### src/hdl/oit_pkg.sv
// ----------------------------------------------------------------------------
// oit_pkg
// shared constants, the ring control type and the helper function of the orbital integral engine
// ----------------------------------------------------------------------------
package oit_pkg;

  localparam int MaxOrb = 64;
  localparam int IdxW   = $clog2(MaxOrb);
  localparam int AddrW  = 2 * IdxW;
  localparam int CellW  = 48;

  localparam logic [1:0] ReqLoadKernel = 2'd0;
  localparam logic [1:0] ReqLoadCoef   = 2'd1;
  localparam logic [1:0] ReqQuery      = 2'd2;
  localparam logic [1:0] ReqRestart    = 2'd3;

  typedef struct packed {
    logic            en;
    logic            load;
    logic [IdxW-1:0] tail;
  } ring_ctrl_t;

  // triangular pair index max(a,b)(max(a,b)+1)/2 + min(a,b)
  function automatic logic [31:0] tri_pair(input logic [15:0] a, input logic [15:0] b);
    logic [31:0] hi;
    logic [31:0] lo;
    logic [31:0] p;
    hi = (a > b) ? 32'(a) : 32'(b);
    lo = (a > b) ? 32'(b) : 32'(a);
    p  = hi * (hi + 32'd1);
    return (p >> 1) + lo;
  endfunction

endpackage

### src/hdl/oit_cell.sv
// ----------------------------------------------------------------------------
// oit_cell
// one ring cell: takes its neighbour's value, or the feed when it is the tail
// ----------------------------------------------------------------------------
module oit_cell (
  input  logic                      clk_i,
  input  oit_pkg::ring_ctrl_t       ctrl_i,
  input  logic                      is_tail_i,
  input  logic [oit_pkg::CellW-1:0] feed_i,
  input  logic [oit_pkg::CellW-1:0] next_i,
  output logic [oit_pkg::CellW-1:0] val_o
);
  import oit_pkg::*;

  logic [CellW-1:0] val_q;

  always_ff @(posedge clk_i) begin
    if (ctrl_i.en) begin
      val_q <= is_tail_i ? feed_i : next_i;
    end
  end

  assign val_o = val_q;
endmodule

### src/hdl/oit_ring.sv
// ----------------------------------------------------------------------------
// oit_ring
// row of cells closed into a ring of active length; loads at the tail
// ----------------------------------------------------------------------------
module oit_ring (
  input  logic                      clk_i,
  input  oit_pkg::ring_ctrl_t       ctrl_i,
  input  logic [oit_pkg::CellW-1:0] data_i,
  output logic [oit_pkg::CellW-1:0] head_o
);
  import oit_pkg::*;

  logic [CellW-1:0] cell_val [MaxOrb];
  logic [CellW-1:0] feed;

  assign feed   = ctrl_i.load ? data_i : cell_val[0];
  assign head_o = cell_val[0];

  for (genvar m = 0; m < MaxOrb; m++) begin : g_cell
    logic [CellW-1:0] nxt;
    if (m == MaxOrb - 1) begin : g_last
      assign nxt = feed;
    end else begin : g_mid
      assign nxt = cell_val[m+1];
    end
    oit_cell u_cell (
      .clk_i     (clk_i),
      .ctrl_i    (ctrl_i),
      .is_tail_i (ctrl_i.tail == IdxW'(m)),
      .feed_i    (feed),
      .next_i    (nxt),
      .val_o     (cell_val[m])
    );
  end
endmodule

### config.mk
export PLATFORM = sky130hd
export DESIGN_NAME = oit_ring
export DESIGN_NICKNAME = d
export VERILOG_FILES = /design/src/hdl/oit_pkg.sv /design/src/hdl/oit_cell.sv /design/src/hdl/oit_ring.sv
export SDC_FILE = /design/constraint.sdc
export NUM_CORES = 2
export LEC_CHECK = 0
export BUFFER_PORTS_ARGS = -buffer_cell sky130_fd_sc_hd__buf_2
export CAP_MARGIN = 25
export CORE_MARGIN = 2
export CORE_UTILIZATION = 45
export CTS_CLUSTER_DIAMETER = 80
export DETAILED_ROUTE_END_ITERATION = 12
export PLACE_DENSITY = 0.58
export SLEW_MARGIN = 30
export SYNTH_ARGS = -nofsm -noshare
export SYNTH_HDL_FRONTEND = slang
export SYNTH_SLANG_ARGS = --single-unit
### constraint.sdc
create_clock -name clk_i -period 4.16 [get_ports clk_i]
set_input_delay 0.624 -clock clk_i [delete_from_list [all_inputs] [get_ports clk_i]]
set_output_delay 0.624 -clock clk_i [all_outputs]
set_load 0.02 [all_outputs]
==> flow_metrics.env <==
export IMPL_path_class="primary input to register"
export IMPL_ys_flop_type="edfxtp_1"
export IMPL_synth_top_family_by_area="multiplexers"
export IMPL_reg2reg_from="g_cell[0].u_cell.val_o[9]"
export IMPL_grt_pass1_vias=62400
export IMPL_crit_fanout=19
export IMPL_drt_iter0_markers=5742
export IMPL_overflow=0
export IMPL_rr_worst_depth=3
export IMPL_cts_sinks=3072
export IMPL_max_slew_margin_rel_pct=33.7
export IMPL_place_congestion=0.742
export IMPL_fp_coreArea_um2=288000
export IMPL_numPortBuffers=104
export IMPL_fin_setup_tns_ns=0
export IMPL_cts_made_buffers=334
export IMPL_post_cts_buffers=0
export IMPL_die_h_um=542
export IMPL_root_buffer="clkbuf_16"
export IMPL_yosys_area_top_type_share_pct=71.0
export IMPL_pin_count=105
export IMPL_synth_edf_count=3072
export IMPL_finClkSkew_ns=0.0417
export IMPL_grt_util_all_layers_pct=18.3
export IMPL_synth_compound_area_share_pct=0
export IMPL_cp_required_ns=4.78
export IMPL_pre_cts_ws_ns=0.730
export IMPL_vdd_ir_drop_max_v=0.000301
export IMPL_die_area_um2=293000
export IMPL_hold_end="g_cell[63].u_cell.val_o[26]"
export IMPL_synth_area_top_cells="edfxtp_1, mux2_2, clkbuf_1, buf_2, buf_4"
export IMPL_period_minus_slack_ns=2.61
export IMPL_p_leak_uw=0.0499
export IMPL_syn2layout_area_growth_pct=12.3
export IMPL_initial_core_util_pct=45.2
export IMPL_r2r_end="g_cell[59].u_cell.val_o[9]"
export IMPL_yosys_warnings=0
export IMPL_met1_usage_pct=26.8
export IMPL_crit_path_end_kind="register"
export IMPL_syn_nets=6905
export IMPL_synth_async_reset_ratio_pct=0
export IMPL_ys_types=19
export IMPL_maxSlewViolCount=0
export IMPL_timing_hold_violations_final=0
export IMPL_whs_ns=0.234
export IMPL_synth_xor_area_share_pct=0
export IMPL_critPathLaunchType="primary input"
export IMPL_rsz0062_at_grt="false"
export IMPL_cts_repair_resized=0
export IMPL_synth_area_um2=130000
export IMPL_clock_path_buffers=4
export IMPL_max_freq_mhz=384
export IMPL_drt_first_pass_iters=5
export IMPL_vias_per_cell=5.53
export IMPL_setup_slack_ns=1.55
export IMPL_maxCapViolCount=0
export IMPL_row_count=197
export IMPL_run_status="completed"
export IMPL_drcViolationCount=0
export IMPL_drive_above_1_share_pct=54.8
export IMPL_synthAdderAreaFrac_pct=0
export IMPL_met2_usage_pct=29.0
export IMPL_layout_worst_path_cycle_share_pct=62.6
export IMPL_worstHoldPathType="primary input to register"
export IMPL_setup_viol=0
export IMPL_nets=6969
export IMPL_wl_per_cell_um=24.7
export IMPL_busiest_layer="met2"
export IMPL_min_delay_path_depth=2
export IMPL_drt_wl_total_um=270000
export IMPL_rrSetupSlack_ns=2.21
export IMPL_hold_path_startpoint="data_i[26]"
export IMPL_synth_common_cells="edfxtp_1, mux2_2, clkbuf_1"
export IMPL_grt_pass1_wl_um=410000
export IMPL_power_uw=69400
export IMPL_die_w_um=542
export IMPL_hold_buffers=0
export IMPL_num_vias=60600
export IMPL_synth_simple_area_share_pct=0.362
export IMPL_ant_nets=0
export IMPL_clk_pin_slew_ns=0.06
export IMPL_powerDensity_nw_per_um2=475
export IMPL_h_tree_depth=5
export IMPL_yosysTopAreaCell="edfxtp_1"
export IMPL_hpwl_um=147000
export IMPL_tightest_slew_ns=0.995
export IMPL_insertion_delay_ns=0.91
export IMPL_cts_tree="yes"
export IMPL_ys_seq_area_share_pct=71.0
export IMPL_largest_reg_flops=3072
export IMPL_use_met3_pct=2.65
export IMPL_grt_max_degree=178
export IMPL_cp_data_arrival_time_ns=3.23
export IMPL_synthMuxAreaShare_pct=26.6
export IMPL_avgSynthCellArea_um2=19.0
export IMPL_netlist_instances=6848
export IMPL_synth_seq_cells=3072
export IMPL_synth_most_common_cell="edfxtp_1"
export IMPL_antenna_found_initial=12
[worst max path at each step]
stage | cells after the start | slack, ns | to | start
2_1_floorplan | 6 | 1.91 | g_cell[10].u_cell.val_o[10] | ctrl_i[6]
3_3_place_gp | 5 | 0.80 | g_cell[29].u_cell.val_o[25] | ctrl_i[5]
3_5_place_dp | 5 | 0.73 | g_cell[29].u_cell.val_o[33] | ctrl_i[4]
4_1_cts | 5 | 1.71 | g_cell[29].u_cell.val_o[6] | ctrl_i[2]
5_1_grt | 5 | 1.48 | g_cell[29].u_cell.val_o[33] | ctrl_i[4]
6_report | 5 | 1.55 | g_cell[29].u_cell.val_o[33] | ctrl_i[4]
[report_power, final]
part	total, uW	switching [uW]	leakage, uW	internal, uW
clock network	28900	12200	0.00515	16700
registers	36700	444	0.0301	36300
logic	3760	2140	0.0146	1620
total	69400	14800	0.0499	54600
[through the flow]
step                      utilization (%)  instances  instance area, um^2
after global placement               47.1      10400               135000
final                                50.8      11000               146000
after floorplan                         -       6848               130000
after CTS                            50.8      11000               146000
after detailed placement             47.1      10400               135000
after global routing                 50.8      11000               146000
[placed cells by master (no fill, tap or decap), types with 2 or more instances in the layout]
cell type and instances:
edfxtp_1 3072, clkinvlp_4 7, nand2_2 35, nor4b_2 3, buf_4 179, mux2_4 4, clkinv_4 3, clkbuf_16 342
and4bb_2 5, buf_12 63, clkinv_2 53, mux2_2 3060, clkbuf_1 72, nand2b_1 2, inv_6 8, nor2b_1 2
bufinv_16 25, mux2_1 8, nor2_4 19, buf_2 102, clkinv_8 7, clkinv_16 3, inv_8 2, diode_2 3
nand2_4 9, inv_16 3, clkinv_1 75, nand4b_1 4
[layer usage]
layer | vias up | part of all wire (%)
li1 | 27100 | -
met1 | 32100 | 47
met2 | 1159 | 47
met3 | 340 | 4.5
met4 | 2 | 1.9
met5 | - | 0.0048
[final cells by class]
cell class	count	area (um^2)
tap	3781	4730
clock buffer	414	8830
sequential	3072	92200
antenna	3	7.51
multi-input combinational	3159	35400
clock inverter	186	1730
timing repair buffer	345	3130
fill	23200	142000
[cells by family after synthesis]
logic type / count (synthesis)
buf+inv: 617
flops: 3072
mux: 3072
simple gates: 87
[worst max-delay path: stages]
cell and delay [ns]:
buf_2 0.28, nand4b_1 0.66, nor2_4 0.80, buf_4 0.43, mux2_2 0.38
No activity file was read; power rests on OpenSTA's default activity.
